$ cat src/rtl/assert_macros.svh
// Concurrent assertion helpers. Each expects clk and rst_n in scope.
`ifndef ASSERT_MACROS_SVH
`define ASSERT_MACROS_SVH

// Consequent must hold in the same cycle as the antecedent.
`define ASSERT_SAME(label, ante, cons, msg) \
  label: assert property (@(posedge clk) disable iff (!rst_n) (ante) |-> (cons)) \
    else $error(msg);

// Consequent must hold in the cycle after the antecedent.
`define ASSERT_NEXT(label, ante, cons, msg) \
  label: assert property (@(posedge clk) disable iff (!rst_n) (ante) |=> (cons)) \
    else $error(msg);

`endif

$ cat src/rtl/h36fd_pkg.sv
package h36fd_pkg;

  localparam logic [2:0] MAX_WIDTH = 3'd5;
  localparam logic [2:0] FIELD_WIDTH_RESET = 3'd5;
  localparam logic REG_FIELD_WIDTH = 1'b0;

  localparam logic [1:0] ST_OK        = 2'd0;
  localparam logic [1:0] ST_BAD_CHAR  = 2'd1;
  localparam logic [1:0] ST_LONE_SIGN = 2'd2;
  localparam logic [1:0] ST_TOO_LONG  = 2'd3;

  typedef enum logic [2:0] {
    PH_LEAD,
    PH_SIGN,
    PH_DEC,
    PH_DEC_END,
    PH_HY,
    PH_HY_TRAIL
  } phase_t;

  typedef struct packed {
    phase_t      phase;
    logic [26:0] acc;
    logic        neg;
    logic        lower;
    logic [2:0]  count;
    logic [1:0]  err;
  } field_state_t;

  localparam field_state_t FIELD_CLEAR = '{
    phase: PH_LEAD, acc: 27'd0, neg: 1'b0, lower: 1'b0, count: 3'd0, err: ST_OK
  };

  // Offset added to the base-36 magnitude of a hybrid field of width w.
  function automatic logic signed [27:0] hybrid_offset(input logic lower,
                                                       input logic [2:0] w);
    logic signed [27:0] off;
    case (w)
      3'd1: off = lower ? 28'sd26 : 28'sd0;
      3'd2: off = lower ? 28'sd676 : -28'sd260;
      3'd3: off = lower ? 28'sd21736 : -28'sd11960;
      3'd4: off = lower ? 28'sd756496 : -28'sd456560;
      default: off = lower ? 28'sd26973856 : -28'sd16696160;
    endcase
    return off;
  endfunction

endpackage

$ cat src/rtl/h36fd_if.sv
interface h36fd_char_if;
  logic       valid;
  logic       ready;
  logic [7:0] char_code;
  logic       last_char;
  modport source(output valid, char_code, last_char, input ready);
  modport sink(input valid, char_code, last_char, output ready);
endinterface

interface h36fd_result_if;
  logic               valid;
  logic               ready;
  logic signed [27:0] number;
  logic [1:0]         status;
  modport source(output valid, number, status, input ready);
  modport sink(input valid, number, status, output ready);
endinterface

$ cat src/rtl/h36fd_char_step.sv
module h36fd_char_step (
  input  logic [7:0]              char_code,
  input  h36fd_pkg::field_state_t cur,
  output h36fd_pkg::field_state_t nxt
);

  localparam logic [7:0] CH_ZERO  = 8'h30;
  localparam logic [7:0] CH_PLUS  = 8'h2B;
  localparam logic [7:0] CH_MINUS = 8'h2D;
  localparam logic [7:0] CH_UPPER_A = 8'h41;
  localparam logic [7:0] CH_LOWER_A = 8'h61;

  logic        blank;
  logic        digit;
  logic        sign;
  logic        lower_ch;
  logic        upper_ch;
  logic [3:0]  dig_val;
  logic [2:0]  cnt;
  logic        upd;
  logic        hy_lower;
  logic        hy_ok;
  logic [5:0]  hy_val;
  logic [26:0] acc_dec;
  logic [26:0] acc_hy;

  always_comb begin
    blank    = char_code inside {8'h20, 8'h09, 8'h0D, 8'h0A};
    digit    = char_code inside {[8'h30:8'h39]};
    sign     = (char_code == CH_PLUS) || (char_code == CH_MINUS);
    lower_ch = char_code inside {[8'h61:8'h7A]};
    upper_ch = char_code inside {[8'h41:8'h5A]};
    dig_val  = 4'(char_code - CH_ZERO);
    cnt      = (cur.count == 3'd7) ? 3'd7 : cur.count + 3'd1;
    upd      = cnt <= h36fd_pkg::MAX_WIDTH;
    hy_lower = (cur.phase == h36fd_pkg::PH_LEAD) ? lower_ch : cur.lower;

    hy_ok  = 1'b1;
    hy_val = {2'b00, dig_val};
    if (!digit) begin
      if (hy_lower && lower_ch) begin
        hy_val = 6'(char_code - CH_LOWER_A + 8'd10);
      end else if (!hy_lower && upper_ch) begin
        hy_val = 6'(char_code - CH_UPPER_A + 8'd10);
      end else begin
        hy_ok = 1'b0;
      end
    end

    acc_dec = 27'(cur.acc * 27'd10 + 27'(dig_val));
    acc_hy  = 27'(cur.acc * 27'd36 + 27'(hy_val));

    nxt       = cur;
    nxt.count = cnt;
    case (cur.phase)
      h36fd_pkg::PH_LEAD: begin
        if (!blank) begin
          if (sign) begin
            nxt.neg   = (char_code == CH_MINUS);
            nxt.phase = h36fd_pkg::PH_SIGN;
          end else if (digit) begin
            nxt.acc   = 27'(dig_val);
            nxt.phase = h36fd_pkg::PH_DEC;
          end else begin
            nxt.lower = lower_ch;
            nxt.phase = h36fd_pkg::PH_HY;
            if (!hy_ok) begin
              if (cur.err == h36fd_pkg::ST_OK) begin
                nxt.err = h36fd_pkg::ST_BAD_CHAR;
              end
            end else if (upd) begin
              nxt.acc = acc_hy;
            end
          end
        end
      end
      h36fd_pkg::PH_SIGN: begin
        if (digit) begin
          nxt.acc   = 27'(dig_val);
          nxt.phase = h36fd_pkg::PH_DEC;
        end else begin
          if (cur.err == h36fd_pkg::ST_OK) begin
            nxt.err = h36fd_pkg::ST_LONE_SIGN;
          end
          nxt.phase = h36fd_pkg::PH_DEC_END;
        end
      end
      h36fd_pkg::PH_DEC: begin
        if (digit) begin
          if (upd) begin
            nxt.acc = acc_dec;
          end
        end else begin
          nxt.phase = h36fd_pkg::PH_DEC_END;
        end
      end
      h36fd_pkg::PH_HY: begin
        if (blank) begin
          nxt.phase = h36fd_pkg::PH_HY_TRAIL;
        end else if (!hy_ok) begin
          if (cur.err == h36fd_pkg::ST_OK) begin
            nxt.err = h36fd_pkg::ST_BAD_CHAR;
          end
        end else if (upd) begin
          nxt.acc = acc_hy;
        end
      end
      h36fd_pkg::PH_HY_TRAIL: begin
        if (!blank) begin
          if (cur.err == h36fd_pkg::ST_OK) begin
            nxt.err = h36fd_pkg::ST_BAD_CHAR;
          end
          nxt.phase = h36fd_pkg::PH_HY;
        end
      end
      default: begin
      end
    endcase
  end

endmodule

$ cat src/rtl/hybrid36_field_decoder_unit.sv
// Decodes one fixed-width numeric text field into a signed integer.
// Characters arrive on in_if, one per request, leftmost first; last_char
// marks the final character of the field. Blanks are trimmed at both ends;
// a field opening with a sign or digit is decimal, otherwise hybrid-36.
// One result per field leaves on out_if: number, and status (ok, bad
// hybrid-36 character, sign without digits, field too long).
// A character is taken every cycle except while a last character waits on
// a stalled out_if. Each request passes an input register, a one-character
// decode step and a finishing stage; results wait in an output register.
// When out_if stalls, the finished result and one pending field result are
// held while further non-final characters keep being accepted; in_if.ready
// falls only once a last character can no longer be placed.
// The APB port holds field_width (paddr[2] = 0), read back on prdata.
// Reset clears the pipeline valid flags and the partial field, and sets
// field_width to 5; it must only be written while the block is idle.
`include "assert_macros.svh"

module hybrid36_field_decoder_unit (
  input  logic                  clk,
  input  logic                  rst_n,
  h36fd_char_if.sink            in_if,
  h36fd_result_if.source        out_if,
  input  logic                  cfg_psel,
  input  logic                  cfg_penable,
  input  logic                  cfg_pwrite,
  input  logic [2:0]            cfg_paddr,
  input  logic [31:0]           cfg_pwdata,
  output logic [31:0]           cfg_prdata,
  output logic                  cfg_pready
);

  logic                    in_valid_r, in_valid_nxt;
  logic [7:0]              in_char_r;
  logic                    in_last_r;
  h36fd_pkg::field_state_t st_r, st_nxt, st_step;
  logic                    fin_valid_r, fin_valid_nxt;
  h36fd_pkg::field_state_t fin_r;
  logic                    out_valid_r, out_valid_nxt;
  logic signed [27:0]      out_number_r, out_number_nxt;
  logic [1:0]              out_status_r, out_status_nxt;
  logic [2:0]              field_width_r, field_width_nxt;

  logic                    out_free;
  logic                    fin_free;
  logic                    in_go;
  logic                    in_take;
  logic                    cfg_write;
  logic [2:0]              w_eff;
  logic [1:0]              err_end;
  logic signed [27:0]      dec_num;
  logic signed [27:0]      hy_num;

  h36fd_char_step u_step (
    .char_code (in_char_r),
    .cur       (st_r),
    .nxt       (st_step)
  );

  always_comb begin
    out_free = !out_valid_r || out_if.ready;
    fin_free = !fin_valid_r || out_free;
    in_go    = in_valid_r && (!in_last_r || fin_free);
    in_take  = !in_valid_r || in_go;

    in_valid_nxt = in_take ? in_if.valid : in_valid_r;

    st_nxt = st_r;
    if (in_go) begin
      st_nxt = in_last_r ? h36fd_pkg::FIELD_CLEAR : st_step;
    end

    fin_valid_nxt = fin_free ? (in_go && in_last_r) : fin_valid_r;

    if (field_width_r == 3'd0) begin
      w_eff = 3'd1;
    end else if (field_width_r > h36fd_pkg::MAX_WIDTH) begin
      w_eff = h36fd_pkg::MAX_WIDTH;
    end else begin
      w_eff = field_width_r;
    end

    err_end = fin_r.err;
    if (fin_r.phase == h36fd_pkg::PH_SIGN && fin_r.err == h36fd_pkg::ST_OK) begin
      err_end = h36fd_pkg::ST_LONE_SIGN;
    end

    dec_num = fin_r.neg ? -$signed({1'b0, fin_r.acc}) : $signed({1'b0, fin_r.acc});
    hy_num  = $signed({1'b0, fin_r.acc}) + h36fd_pkg::hybrid_offset(fin_r.lower, w_eff);

    out_status_nxt = (fin_r.count > w_eff) ? h36fd_pkg::ST_TOO_LONG : err_end;
    out_number_nxt = 28'sd0;
    if (out_status_nxt == h36fd_pkg::ST_OK) begin
      case (fin_r.phase)
        h36fd_pkg::PH_DEC, h36fd_pkg::PH_DEC_END: out_number_nxt = dec_num;
        h36fd_pkg::PH_HY, h36fd_pkg::PH_HY_TRAIL: out_number_nxt = hy_num;
        default: out_number_nxt = 28'sd0;
      endcase
    end

    out_valid_nxt = out_free ? fin_valid_r : out_valid_r;

    cfg_write = cfg_psel && cfg_penable && cfg_pwrite;
    field_width_nxt = field_width_r;
    if (cfg_write && cfg_paddr[2] == h36fd_pkg::REG_FIELD_WIDTH) begin
      field_width_nxt = cfg_pwdata[2:0];
    end
  end

  always_ff @(posedge clk) begin
    if (!rst_n) begin
      in_valid_r    <= 1'b0;
      st_r          <= h36fd_pkg::FIELD_CLEAR;
      fin_valid_r   <= 1'b0;
      out_valid_r   <= 1'b0;
      field_width_r <= h36fd_pkg::FIELD_WIDTH_RESET;
    end else begin
      in_valid_r    <= in_valid_nxt;
      st_r          <= st_nxt;
      fin_valid_r   <= fin_valid_nxt;
      out_valid_r   <= out_valid_nxt;
      field_width_r <= field_width_nxt;
    end
  end

  always_ff @(posedge clk) begin
    if (in_take) begin
      in_char_r <= in_if.char_code;
      in_last_r <= in_if.last_char;
    end
    if (fin_free && in_go && in_last_r) begin
      fin_r <= st_step;
    end
    if (out_free && fin_valid_r) begin
      out_number_r <= out_number_nxt;
      out_status_r <= out_status_nxt;
    end
  end

  assign in_if.ready   = in_take;
  assign out_if.valid  = out_valid_r;
  assign out_if.number = out_number_r;
  assign out_if.status = out_status_r;
  assign cfg_pready    = 1'b1;
  assign cfg_prdata    = (cfg_paddr[2] == h36fd_pkg::REG_FIELD_WIDTH) ?
                         {29'd0, field_width_r} : 32'd0;

  `ASSERT_NEXT(a_fin_load, in_go && in_last_r && fin_free, fin_valid_r,
               "final character lost")
  `ASSERT_NEXT(a_field_clear, in_go && in_last_r, st_r == h36fd_pkg::FIELD_CLEAR,
               "field not cleared")
  `ASSERT_NEXT(a_fin_hold, fin_valid_r && !out_free, fin_valid_r && $stable(fin_r),
               "pending result dropped")
  `ASSERT_SAME(a_err_zero, out_valid_r && out_status_r != h36fd_pkg::ST_OK,
               out_number_r == 28'sd0, "nonzero number on error")

endmodule
$ cat src/flat_wrapper.sv
// flat-port wrapper written by rule: the top's interface ports become plain ports
module hybrid36_field_decoder_unit_flat 
  (clk, rst_n, cfg_psel, cfg_penable, cfg_pwrite, cfg_paddr, cfg_pwdata, cfg_prdata, cfg_pready, in_if_valid, in_if_char_code, in_if_last_char, in_if_ready, out_if_valid, out_if_number, out_if_status, out_if_ready);
  h36fd_char_if in_if_i ();
  h36fd_result_if out_if_i ();
  input  logic clk;
  input  logic rst_n;
  input  logic cfg_psel;
  input  logic cfg_penable;
  input  logic cfg_pwrite;
  input  logic [2:0] cfg_paddr;
  input  logic [31:0] cfg_pwdata;
  output logic [31:0] cfg_prdata;
  output logic cfg_pready;
  input wire logic [$bits(in_if_i.valid)-1:0] in_if_valid;
  input wire logic [$bits(in_if_i.char_code)-1:0] in_if_char_code;
  input wire logic [$bits(in_if_i.last_char)-1:0] in_if_last_char;
  output wire logic [$bits(in_if_i.ready)-1:0] in_if_ready;
  output wire logic [$bits(out_if_i.valid)-1:0] out_if_valid;
  output wire logic [$bits(out_if_i.number)-1:0] out_if_number;
  output wire logic [$bits(out_if_i.status)-1:0] out_if_status;
  input wire logic [$bits(out_if_i.ready)-1:0] out_if_ready;
  assign in_if_i.valid = in_if_valid;
  assign in_if_i.char_code = in_if_char_code;
  assign in_if_i.last_char = in_if_last_char;
  assign in_if_ready = in_if_i.ready;
  assign out_if_valid = out_if_i.valid;
  assign out_if_number = out_if_i.number;
  assign out_if_status = out_if_i.status;
  assign out_if_i.ready = out_if_ready;
  hybrid36_field_decoder_unit u_core (.clk(clk), .rst_n(rst_n), .in_if(in_if_i), .out_if(out_if_i), .cfg_psel(cfg_psel), .cfg_penable(cfg_penable), .cfg_pwrite(cfg_pwrite), .cfg_paddr(cfg_paddr), .cfg_pwdata(cfg_pwdata), .cfg_prdata(cfg_prdata), .cfg_pready(cfg_pready));
endmodule
$ cat config.mk
export PLATFORM = sky130hd
export DESIGN_NAME = hybrid36_field_decoder_unit_flat
export DESIGN_NICKNAME = d
export VERILOG_FILES = /design/src/rtl/h36fd_pkg.sv /design/src/rtl/h36fd_if.sv /design/src/rtl/h36fd_char_step.sv /design/src/rtl/hybrid36_field_decoder_unit.sv /design/src/flat_wrapper.sv
export VERILOG_INCLUDE_DIRS = /design/src /design/src/rtl
export SDC_FILE = /design/constraint.sdc
export NUM_CORES = 1
export LEC_CHECK = 0
export BUFFER_PORTS_ARGS = -buffer_cell sky130_fd_sc_hd__buf_2
export CORE_ASPECT_RATIO = 0.6
export CORE_MARGIN = 3
export CORE_UTILIZATION = 45
export DETAILED_ROUTE_END_ITERATION = 10
export PLACE_DENSITY = 0.65
export SLEW_MARGIN = 20
export SYNTH_ARGS = -nofsm -noshare
export SYNTH_HDL_FRONTEND = slang
export SYNTH_SLANG_ARGS = --single-unit
$ cat constraint.sdc
create_clock -name clk -period 4.8 [get_ports clk]
set_input_delay 0.72 -clock clk [delete_from_list [all_inputs] [get_ports clk]]
set_output_delay 0.72 -clock clk [all_outputs]
set_load 0.02 [all_outputs]
Word-level counts from Yosys, hierarchy flattened
Index checks and enable logic that the tools add are counted.
Storage, ports and cells
  bits of input ports: 51
  bits in registers: 119
Operators by class
  mux-type cells: 52
  equal/unequal tests: 20
  add/sub/neg operators: 10
  bitwise operators: 1
  reductions and logical operators: 32
  multiply operators: 2
  $lt $le $gt $ge: 9
Operators by type and width (count)
  $mux W27: 7
  $mux W28: 5
  $pmux W28 S4: 1
  $pmux W27 S4: 1
  $pmux W28 S2: 1
  $mux W37: 1
  $mux W32: 1
  $mux W30: 1
  $add A28 B28 Y28: 1
  $neg A27 Y28: 1
  $add A27 B4 Y27: 1
  $add A27 B6 Y27: 1
  $mul A27 B3 Y26 const B: 1
  $mul A27 B4 Y25 const B: 1
  $eq A8 B4 Y1 const B: 3
  $eq A8 B6 Y1 const B: 3
  $mux W2: 12
  $mux W3: 8
  $eq A3 B3 Y1 const B: 6
  $mux W6: 3
  $ge A8 B7 Y1 const B: 2
  $le A8 B7 Y1 const B: 2
  $eq A3 B2 Y1 const B: 5
  $pmux W3 S5: 1
  22 further kinds: 57

Logic depth before layout (Yosys ltp)
Gate-level depths: netlist (run 1).
  depth in word-level cells: 16
  depth in mapped cells: 22
  mapped depth without buffers: 21

Modules after synthesis
Synthesis (run 1) repeated with hierarchy kept, for this count alone.
Unflattened totals
  cells, all modules: 1368
  area total of the unflattened synthesis: 11788.8 um2
Modules (own cells, without submodules)
  hybrid36_field_decoder_unit: cells an instance 673, area each 6752.7 um2, sequential area each 3143.0 um2, instances 1
  h36fd_char_step: cells an instance 695, area each 5036.1 um2, sequential area each 0.0 um2, instances 1

Worst setup path before layout (run 1)
No wires, ideal clock.
  path kind: register to register
  start: reg u_core.in_char_r[1]
  end: reg u_core.fin_r[32] (netlist bit) (data pin)
  stages on the path, launching flop included: 21
  clock period less this slack: 4.768 ns
  buffers on the path: 1
  arrival: 4.503 ns
  data required time: 4.535 ns
  path slack: 0.032 ns
  cells stage by stage: edfxtp_1 inv_1 ha_1 or4b_1 o221ai_1 a21o_1 buf_2 a31oi_1 xor2_1 ha_1 a21o_1 a21oi_1 nor2b_1 nor2_1 or3_4 or4b_4 nor4_4 nand4_1 xnor2_1 a222oi_1 inv_1
RTL lines
  start: declaration: RTL line hybrid36_field_decoder_unit.sv:33  | logic [7:0] in_char_r;
  start signal: assignment: RTL line hybrid36_field_decoder_unit.sv:127  | in_char_r <= in_if.char_code;
  end signal: assignment: RTL line hybrid36_field_decoder_unit.sv:131  | fin_r <= st_step;
  end: declaration: RTL line hybrid36_field_decoder_unit.sv:37  | h36fd_pkg::field_state_t fin_r;

==> out/summary.txt, run 1 <==
Clock sink count = 119
Final Hold Fails = 0
Reg2Reg Depth = 19
Outcome = finished clean
Period minus WS final = 4.73 ns
Initial antenna violation count = 0
Power per cell area = 214 nW/um^2
Top post-synthesis cells by area = edfxtp_1 20%, ha_1 14%, dfxtp_1 7.4%, xnor2_1 5.3%, xor2_1 4.3%
Worst setup SP type = register
Hold endpoint = u_core.in_char_r[6]
Worst slew margin = 0.299
Hold WS = 0.466 ns
Clk root buf = clkbuf_16
Min-Delay Path Depth = 1
Crit path DAT = 4.89 ns
IO Port Bufs = 54
Die Span X = 213 um
Mapped Area = 11600 sq um
Routed wire length per instance = 18.6 um
Crit path launch = u_core.in_char_r[1]
Share of cells above drive strength 1 = 0.132
Clk buf depth = 2
Grt ovf = 0
Final net count = 1589
Top_reg_cell synth = edfxtp_1
# IOs = 116
Post-Syn Instances = 1327
Max_cap viols = 0
Area growth from synthesis to layout = 12.7%
Final instance area = 13000 sq um
Post-DRT Antenna Nets = 0
Post-synth cell types = 90
Average size of a mapped cell = 8.71 sq um
Die Span Y = 130 um
DRT Pass-1 Iters = 6
Worst r2r src = u_core.in_char_r[1]
Clk_lat worst skew = 0.43 ns
Sequential share of the synthesized area = 0.272
Tightest Hold Check Type = primary input to register
Flops & latches, synth = 119
TritonCTS clock tree = done
Diode count = 0
Largest net degree at the start of global routing = 44
Peak VDD IR = 0.271 mV
Vias after detailed routing = 10400
Final Util = 0.527
CP Class = register to register
RSZ-0062 raised after global routing = yes
Share of the synthesized area in the top cell type = 0.197
Total CTS buffers = 17
GRT Total Usage = 0.233
Syn. warnings = 0
CP max FO = 3
Initial DRC Count = 1161
Worst hold path startpoint = in_if_char_code[6]
Initial Util = 0.468
Register-to-register setup slack = 0.07 ns
HPWL after detailed placement = 25000 um
Fin. max-slew vios = 0
Ys async rst share = 0
Max Fclk = 212 MHz
Leak = 5.55 nW
DIE AREA = 27700 sq um
Final worst path period share = 0.985
DRC violations left = 0
Routability cong. = 0.951
Cts hold-fix bufs = 0
Core Box Area = 24700 sq um
Synth area leader = edfxtp_1
Vias in the first global route = 9457
First-pass GRT wire length = 51300 um
Clk slew on worst S/H paths = 0.06 ns
Tot Pwr = 2.79 mW
H-tree depth = 4
CP endpoint kind = register
WP data required = 4.96 ns
Clock skew = 0.00717 ns
Dpl cell area = 12200 sq um
Setup-failing EPs final = 0
Slew @ Worst Pin = 1.05 ns
Sum of routed wire length over all layers = 32400 um
Row cnt = 44
Post-synth EDFFs = 76
Via-to-Cell Ratio = 6.00
R2r endpoint = u_core.fin_r[32]
Setup slack after placement = -0.00210 ns
Final worst slack = 0.0731 ns
==> registers in the layout, summed over array words and instances, names as in the netlist <==
signal	flops
u_core.out_if.number	28
u_core.in_char_r	8
u_core.st_r	37
u_core.field_width_r	3
u_core.fin_valid_r	1
u_core.out_if.status	2
u_core.in_valid_r	1
u_core.out_if.valid	1
u_core.fin_r	37
u_core.in_last_r	1
==> cell usage after synthesis (11+ instances only) <==
library cell / instances
a211oi_1: 13
clkbuf_1: 37
dfxtp_1: 43
xnor2_1: 70
buf_4: 31
inv_1: 50
o22ai_1: 16
o31ai_1: 16
nor2_1: 98
and2_1: 11
o211ai_1: 12
and3_1: 12
or3_1: 11
ha_1: 130
a21o_1: 35
xor2_1: 57
a21oi_1: 80
nand4_1: 15
nor2b_1: 41
nand2b_1: 17
nor3_1: 21
nand3_1: 30
o21ai_0: 68
edfxtp_1: 76
a31oi_1: 12
nand2_1: 101
a22oi_1: 51
==> power by group <==
part / internal (mW) / leakage (nW) / total, mW / switching (mW)
Combinational: 0.119 / 4.21 / 0.327 / 0.208
Clock: 0.864 / 0.293 / 1.34 / 0.475
Sequential: 1.11 / 1.05 / 1.13 / 0.0206
Total: 2.09 / 5.55 / 2.79 / 0.703
==> area by class of cell <==
| type | instances | area (sq um) |
|---|---|---|
| well taps | 322 | 403 |
| flip-flops and latches | 119 | 3140 |
| repair buffers | 107 | 672 |
| clock inverters | 13 | 180 |
| multi-input cells | 1107 | 8010 |
| inverters | 51 | 191 |
| clock buffers | 19 | 433 |
| fillers | 2294 | 11700 |
==> repair_timing <==
item | in CTS | in global routing
setup buffers | 0 | 11
resized for setup | 1 | 25
pin swaps | 2 | 13
setup endpoints to repair | 2 | 21
==> per-stage QoR <==
step	cells	setup TNS, ns
finish	1738	0
detailed placement	1695	-0.00210
global placement	1695	0
global route	1738	-0.581
floorplan	1355	0
CTS	1727	0
==> layout by cell type, fill, tap and decap left out, drive strengths merged, types with 30 or more instances in the layout <==
| cell | synthesis | routed |
|---|---|---|
| a22oi | 51 | 51 |
| buf | 40 | 107 |
| nor2 | 98 | 98 |
| a21oi | 81 | 81 |
| o21ai | 72 | 72 |
| inv | 50 | 50 |
| xnor2 | 70 | 70 |
| nand2 | 101 | 101 |
| nor2b | 41 | 41 |
| edfxtp | 76 | 76 |
| nand3 | 30 | 30 |
| xor2 | 57 | 57 |
| ha | 130 | 130 |
| conb | 2 | 30 |
| a21o | 35 | 35 |
| dfxtp | 43 | 43 |
==> how the worst max path moves through the flow <==
stage,end,slack [ns],cells past startpoint
after detailed placement,u_core.fin_r[32],-0.002,20
final,u_core.fin_r[32],0.07,19
after global placement,u_core.fin_r[32],0.02,20
after floorplan,u_core.fin_r[32],0.03,20
after CTS,u_core.fin_r[29],0.009,24
after global routing,u_core.fin_r[32],-0.23,19
==> worst max-delay path, stage by stage, from the launching register on <==
cell and delay, ns:
edfxtp_1 0.41, inv_2 0.10, ha_4 0.13, or4b_4 0.49
o221ai_4 0.23, a21o_1 0.17, a31oi_1 0.06, xor2_1 0.19
ha_1 0.29, a21o_1 0.13, a21oi_2 0.07, nor2b_2 0.14
nor2_2 0.07, or3_4 0.34, or4b_4 0.53, nor4_4 0.30
nand4_1 0.17, xnor2_1 0.18, a222oi_1 0.39, inv_1 0.07
==> cells by family (layout without fill, tap and decap cells) <==
logic type / Yosys count / in the layout / synth area share
AOI/OAI and AO/OA: 393 / 393 / 0.236
xor gates and xnor gates: 127 / 127 / 0.0962
adders and majority gates: 136 / 136 / 0.150
buffers and inverters: 129 / 190 / 0.0529
DFF: 119 / 119 / 0.272
muxes: 7 / 7 / 0.00606
other: 2 / 30 / 0.000650
and+or+nand+nor: 414 / 414 / 0.186
==> metal layers <==
metal	global-route usage	up-vias	routed length [um]
met5	0	-	0
met4	0.0488	0	432
met3	0.0428	37	2410
met2	0.317	367	12700
met1	0.375	4948	16800
li1	-	5077	-
Power figures use the tool's default switching activity.
==> run 2: changes to the inputs <==
- SYNTH_HIERARCHICAL: unset -> 1
==> run 2 against run 1 <==
Against the previous run: worst setup slack better by 0.28 ns; first-iteration DRC count increased by 7.8%; sequential power about the same; critical path depth fell by 3; synthesized area up 2.0%; global-route usage rose by 0.15 points; final area fell by 1.3%; total power shrank 3.1%; combinational power fell by 14%; clock power fell by 4%; sequential cell count unchanged; critical path type unchanged; critical endpoint is now u_core/st_r[32]; largest cell class unchanged.
==> out/summary.txt, run 2 <==
Outcome = finished clean
HPWL after detailed placement = 25800 um
Power per cell area = 211 nW/um^2
Final worst path period share = 0.926
Vias in the first global route = 9699
Average size of a mapped cell = 8.62 sq um
Clk pwr share = 0.477
Sequential share of the synthesized area = 0.267
Syn. warnings = 6
Most numerous cell in the Yosys netlist = ha_1
Post-DRT Antenna Nets = 0
GRT Total Usage = 0.235
Comb pwr share = 0.104
WP data required = 5.16 ns
Initial Util = 0.462
Cell internal pwr = 1.98 mW
Share of cells above drive strength 1 = 0.0910
Mapped Area = 11800 sq um
Initial DRC Count = 1251
Share of the synthesized area in the top cell type = 0.194
Slew @ Worst Pin = 1.02 ns
Vias after detailed routing = 10600
Routed wire length per instance = 18.9 um
Via-to-Cell Ratio = 6.00
Peak VDD IR = 0.229 mV
Sum of routed wire length over all layers = 33200 um
Area growth from synthesis to layout = 9.06%
Leading cell type in the layout, fill and taps excluded = ha_1
Sw Ratio = 0.269
CP max FO = 8
Register-to-register setup slack = 0.35 ns
Diode count = 0
CP Class = register to register
Placed insts = 1726
Clk slew on worst S/H paths = 0.06 ns
Most frequent cells in the layout = 132 x ha_1, 113 x nand2_1, 82 x nor2_1, 82 x a21oi_1, 81 x xnor2_1
Setup-failing EPs final = 0
Flops & latches, synth = 119
Clock sink count = 119
Crit path DAT = 4.80 ns
Routability cong. = 0.992
CP peak stage delay = 0.43 ns
Initial antenna violation count = 0
Post-synth cell types = 86
# IOs = 116
Post-Syn Instances = 1368
IO Port Bufs = 54
Top_reg_cell synth = edfxtp_1
Tightest Hold Check Type = primary input to register
Part of the power in registers = 0.419
Grt ovf = 0
Clk buf depth = 2
Max_cap viols = 0
Cell Chain, Critical Path = ha_1, ha_1, inv_1, fa_1, and2b_1, o2111ai_2, a211oi_2, nor2_1, o311ai_2, and4b_4, nand4b_4, nor4_1, xnor2_1, o211ai_1, a22oi_1, nor2b_1
DRC violations left = 0
Post-Layout Cell Count = 1758
Leak = 5.32 nW
Clk root buf = clkbuf_16
Worst slew margin = 0.315
Worst setup SP type = register
Die Span X = 215 um
Sw Pwr = 729 uW
Top post-synthesis cells by area = edfxtp_1 19%, ha_1 14%, dfxtp_1 7.3%, xnor2_1 6.0%, a22oi_1 3.8%
Synth area leader = edfxtp_1
Post-synth EDFFs = 76
Cts hold-fix bufs = 0
Ys async rst share = 0
Total CTS buffers = 17
Final net count = 1581
Fin. max-slew vios = 0
Die Span Y = 131 um
RSZ-0062 raised after global routing = no
Clk_lat worst skew = 0.43 ns
Most repeated library cell on the critical path = ha_1
Largest net degree at the start of global routing = 44
Period minus WS final = 4.45 ns
Clock skew = 0.00935 ns
CP endpoint kind = register
Max Fclk = 225 MHz
Core Box Area = 25500 sq um
First-pass GRT wire length = 53500 um
Final Hold Fails = 0
H-tree depth = 4
Top post-synthesis cells by count = 132 x ha_1, 113 x nand2_1, 83 x nor2_1
Row cnt = 45
DIE AREA = 28200 sq um
TritonCTS clock tree = done
DRT Pass-1 Iters = 6
Critical-path top delay cell = dfxtp_1
Setup_tns = 0 ns
-- run 2: path summary, 6_finish.rpt --
path                       from                   to  cells past startpoint
max              u_core/st_r[8]      u_core/st_r[32]                     16
min          in_if_char_code[1]  u_core/in_char_r[1]                      1
max reg2reg      u_core/st_r[8]      u_core/st_r[32]                     16
min reg2reg  u_core/fin_valid_r   u_core/fin_valid_r                      2
-- run 2: cells by family after synthesis --
family          count (synthesis)  synth area share
mux                             4           0.00340
other cells                     2          0.000637
fa+ha+maj                     137             0.149
flops                         119             0.267
xor+xnor                      125            0.0929
simple gates                  433             0.192
buf+inv                       133            0.0529
compound gates                415             0.243
-- run 2: power by group through the flow --
stage	combinational, mW	sequential, mW	clock [mW]
2_1_floorplan	0.226	1.15	0
3_3_place_gp	0.273	1.15	0
3_5_place_dp	0.275	1.15	0
4_1_cts	0.277	1.13	1.32
5_1_grt	0.309	1.14	1.36
6_report	0.282	1.13	1.29
-- run 2: layout make-up --
class,count,area (sq um)
inverters,44,165
well taps,352,440
multi-input cells,1144,8150
flip-flops and latches,119,3140
fillers,2434,12600
clock buffers,17,425
repair buffers,67,368
clock inverters,15,169
-- run 2: what timing repair did --
| action | CTS | global route |
|---|---|---|
| setup buffers | 0 | 0 |
| endpoints found under the setup margin | 0 | 1 |
| gates resized for setup | 0 | 1 |
-- run 2: layer usage --
layer,part of all wire,track usage
met1,0.52,0.373
met2,0.38,0.312
met3,0.086,0.0541
met4,0.015,0.0550
met5,0,0
-- run 2: metrics by stage --
step                setup WS (ns)  hold slack [ns]  total power, mW  utilization  area (sq um)
finish                      0.353            0.459             2.71        0.504         12900
global route              0.00803            0.439             2.81        0.504         12900
CTS                         0.400            0.435             2.73        0.504         12900
detailed placement          0.421            0.486             1.43        0.481         12300
global placement            0.501            0.478             1.43        0.481         12300
floorplan                    1.02            0.458             1.37            -         11900
-- run 2: critical path: cells and delay by family, from the launching register on --
family / cells / cell delay [ns]
adder cells (fa/ha/maj): 3 / 0.92
AO/OA/AOI/OAI: 5 / 1.35
flip-flops: 1 / 0.43
buffers and inverters: 1 / 0.06
AND/OR/NAND/NOR: 6 / 1.52
XOR/XNOR: 1 / 0.10
==> run 3: changes to the inputs <==
- CTS_BUF_LIST: unset -> sky130_fd_sc_hd__clkbuf_4 sky130_fd_sc_hd__clkbuf_8
==> run 3 against run 2 <==
Against the previous run: core utilization fell by 0.75 points; clock-buffer cell count is the same; global-route usage down 0.14 points; clock power down 27%; final cell count unchanged; highest routed layer unchanged; hold slack worse by 0.024 ns; wire length shrank 0.11%; register-to-register slack worse by 0.03 ns; first-iteration DRC count down 2.3%; critical path depth unchanged.
==> out/summary.txt, run 3 (synthesis gave the netlist of run 2 again) <==
Outcome = finished clean
H-tree depth = 4
Power per cell area = 186 nW/um^2
Hold WS = 0.436 ns
Most frequent cells in the layout = 132 x ha_1, 113 x nand2_1, 82 x nor2_1, 82 x a21oi_1, 81 x xnor2_1
DRC violations left = 0
Die Span X = 215 um
Post-cts sizing count = 0
Diode count = 0
Via-to-Cell Ratio = 6.00
Final Hold Fails = 0
GRT Total Usage = 0.233
Slew @ Worst Pin = 1.04 ns
Sw Pwr = 677 uW
First-pass GRT wire length = 53400 um
Vias in the first global route = 9700
WP data required = 5.17 ns
Worst setup SP type = register
CP Class = register to register
Max Fclk = 223 MHz
Sum of routed wire length over all layers = 33100 um
Routed wire length per instance = 18.8 um
Clock sink count = 119
Part of the power in registers = 0.481
Max_cap viols = 0
Area growth from synthesis to layout = 7.44%
Crit path DAT = 4.85 ns
DRT Pass-1 Iters = 5
Clk root buf = clkbuf_8
Row cnt = 45
Peak VDD IR = 0.197 mV
Post-DRT Antenna Nets = 0
TritonCTS clock tree = done
Vias after detailed routing = 10600
Final worst path period share = 0.933
Tightest Hold Check Type = primary input to register
HPWL after detailed placement = 25800 um
Fin. max-slew vios = 0
Tot Pwr = 2.35 mW
Clk_lat worst skew = 0.45 ns
RSZ-0062 raised after global routing = no
Initial Util = 0.462
Clk buf depth = 2
Clk pwr share = 0.399
Die Span Y = 131 um
Leak = 5.24 nW
Final net count = 1581
# IOs = 116
Final instance area = 12700 sq um
Setup Fix Bufs, Post-CTS = 0
Total CTS buffers = 17
Dpl cell area = 12300 sq um
Clock skew = 0.0170 ns
Sw Ratio = 0.288
Cts hold-fix bufs = 0
Initial antenna violation count = 0
CP max FO = 8
Routability cong. = 0.992
Share of cells above drive strength 1 = 0.0910
DIE AREA = 28200 sq um
Initial DRC Count = 1222
Setup-failing EPs final = 0
Worst slew margin = 0.309
Cell internal pwr = 1.67 mW
Largest net degree at the start of global routing = 44
CP endpoint kind = register
Clk slew on worst S/H paths = 0.09 ns
Period minus WS final = 4.48 ns
Setup_tns = 0 ns
Core Box Area = 25500 sq um
Grt ovf = 0
Comb pwr share = 0.120
IO Port Bufs = 54
Leading cell type in the layout, fill and taps excluded = ha_1
==> run 3: changes by cell type in the layout (fill, tap and decap cells not counted) <==
cell	delta
clkbuf_16	-17
clkbuf_8	+17
==> run 3: per-stage QoR <==
stage	setup WS, ns	std cells	utilization
2_1_floorplan	1.02	1396	-
3_3_place_gp	0.501	1726	0.481
3_5_place_dp	0.421	1726	0.481
4_1_cts	0.392	1758	0.496
5_1_grt	0.000678	1758	0.497
6_report	0.322	1758	0.497
==> run 3: worst max-delay path, stage by stage (launching register included) <==
cell	delay, ns
dfxtp_1	0.43
ha_1	0.34
ha_1	0.18
inv_1	0.06
fa_1	0.40
and2b_1	0.25
o2111ai_2	0.19
a211oi_2	0.37
nor2_1	0.20
o311ai_2	0.42
and4b_4	0.38
nand4b_4	0.14
nor4_1	0.39
xnor2_1	0.10
o211ai_1	0.22
a22oi_1	0.14
nor2b_1	0.16
==> run 3: cell type report <==
class	instances	area (sq um)
well taps	352	440
fillers	2460	12800
repair buffers	67	368
clock inverters	15	169
clock buffers	17	234
multi-input cells	1144	8150
inverters	44	165
flip-flops and latches	119	3140
==> run 3: power by group through the flow <==
stage	sequential [mW]	combinational (mW)	clock (mW)
after floorplan	1.15	0.226	0
after global placement	1.15	0.273	0
after detailed placement	1.15	0.275	0
after CTS	1.13	0.277	0.966
after global routing	1.14	0.309	1.01
final	1.13	0.282	0.938
==> run 3: routing by layer <==
metal	track usage	vias up	share of wire
met5	0	-	0
met4	0.0502	0	0.014
met3	0.0536	43	0.091
met2	0.310	433	0.38
met1	0.373	4967	0.51
li1	-	5111	-
==> run 3: path summary, 6_finish.rpt <==
| path | start | cells past startpoint | slack [ns] | end |
|---|---|---|---|---|
| setup / recovery | u_core/st_r[8] | 16 | 0.32 | u_core/st_r[32] |
| setup reg to reg | u_core/st_r[8] | 16 | 0.32 | u_core/st_r[32] |
| hold reg to reg | u_core/fin_valid_r | 2 | 0.50 | u_core/fin_valid_r |
| hold / removal | in_if_char_code[1] | 1 | 0.44 | u_core/in_char_r[1] |
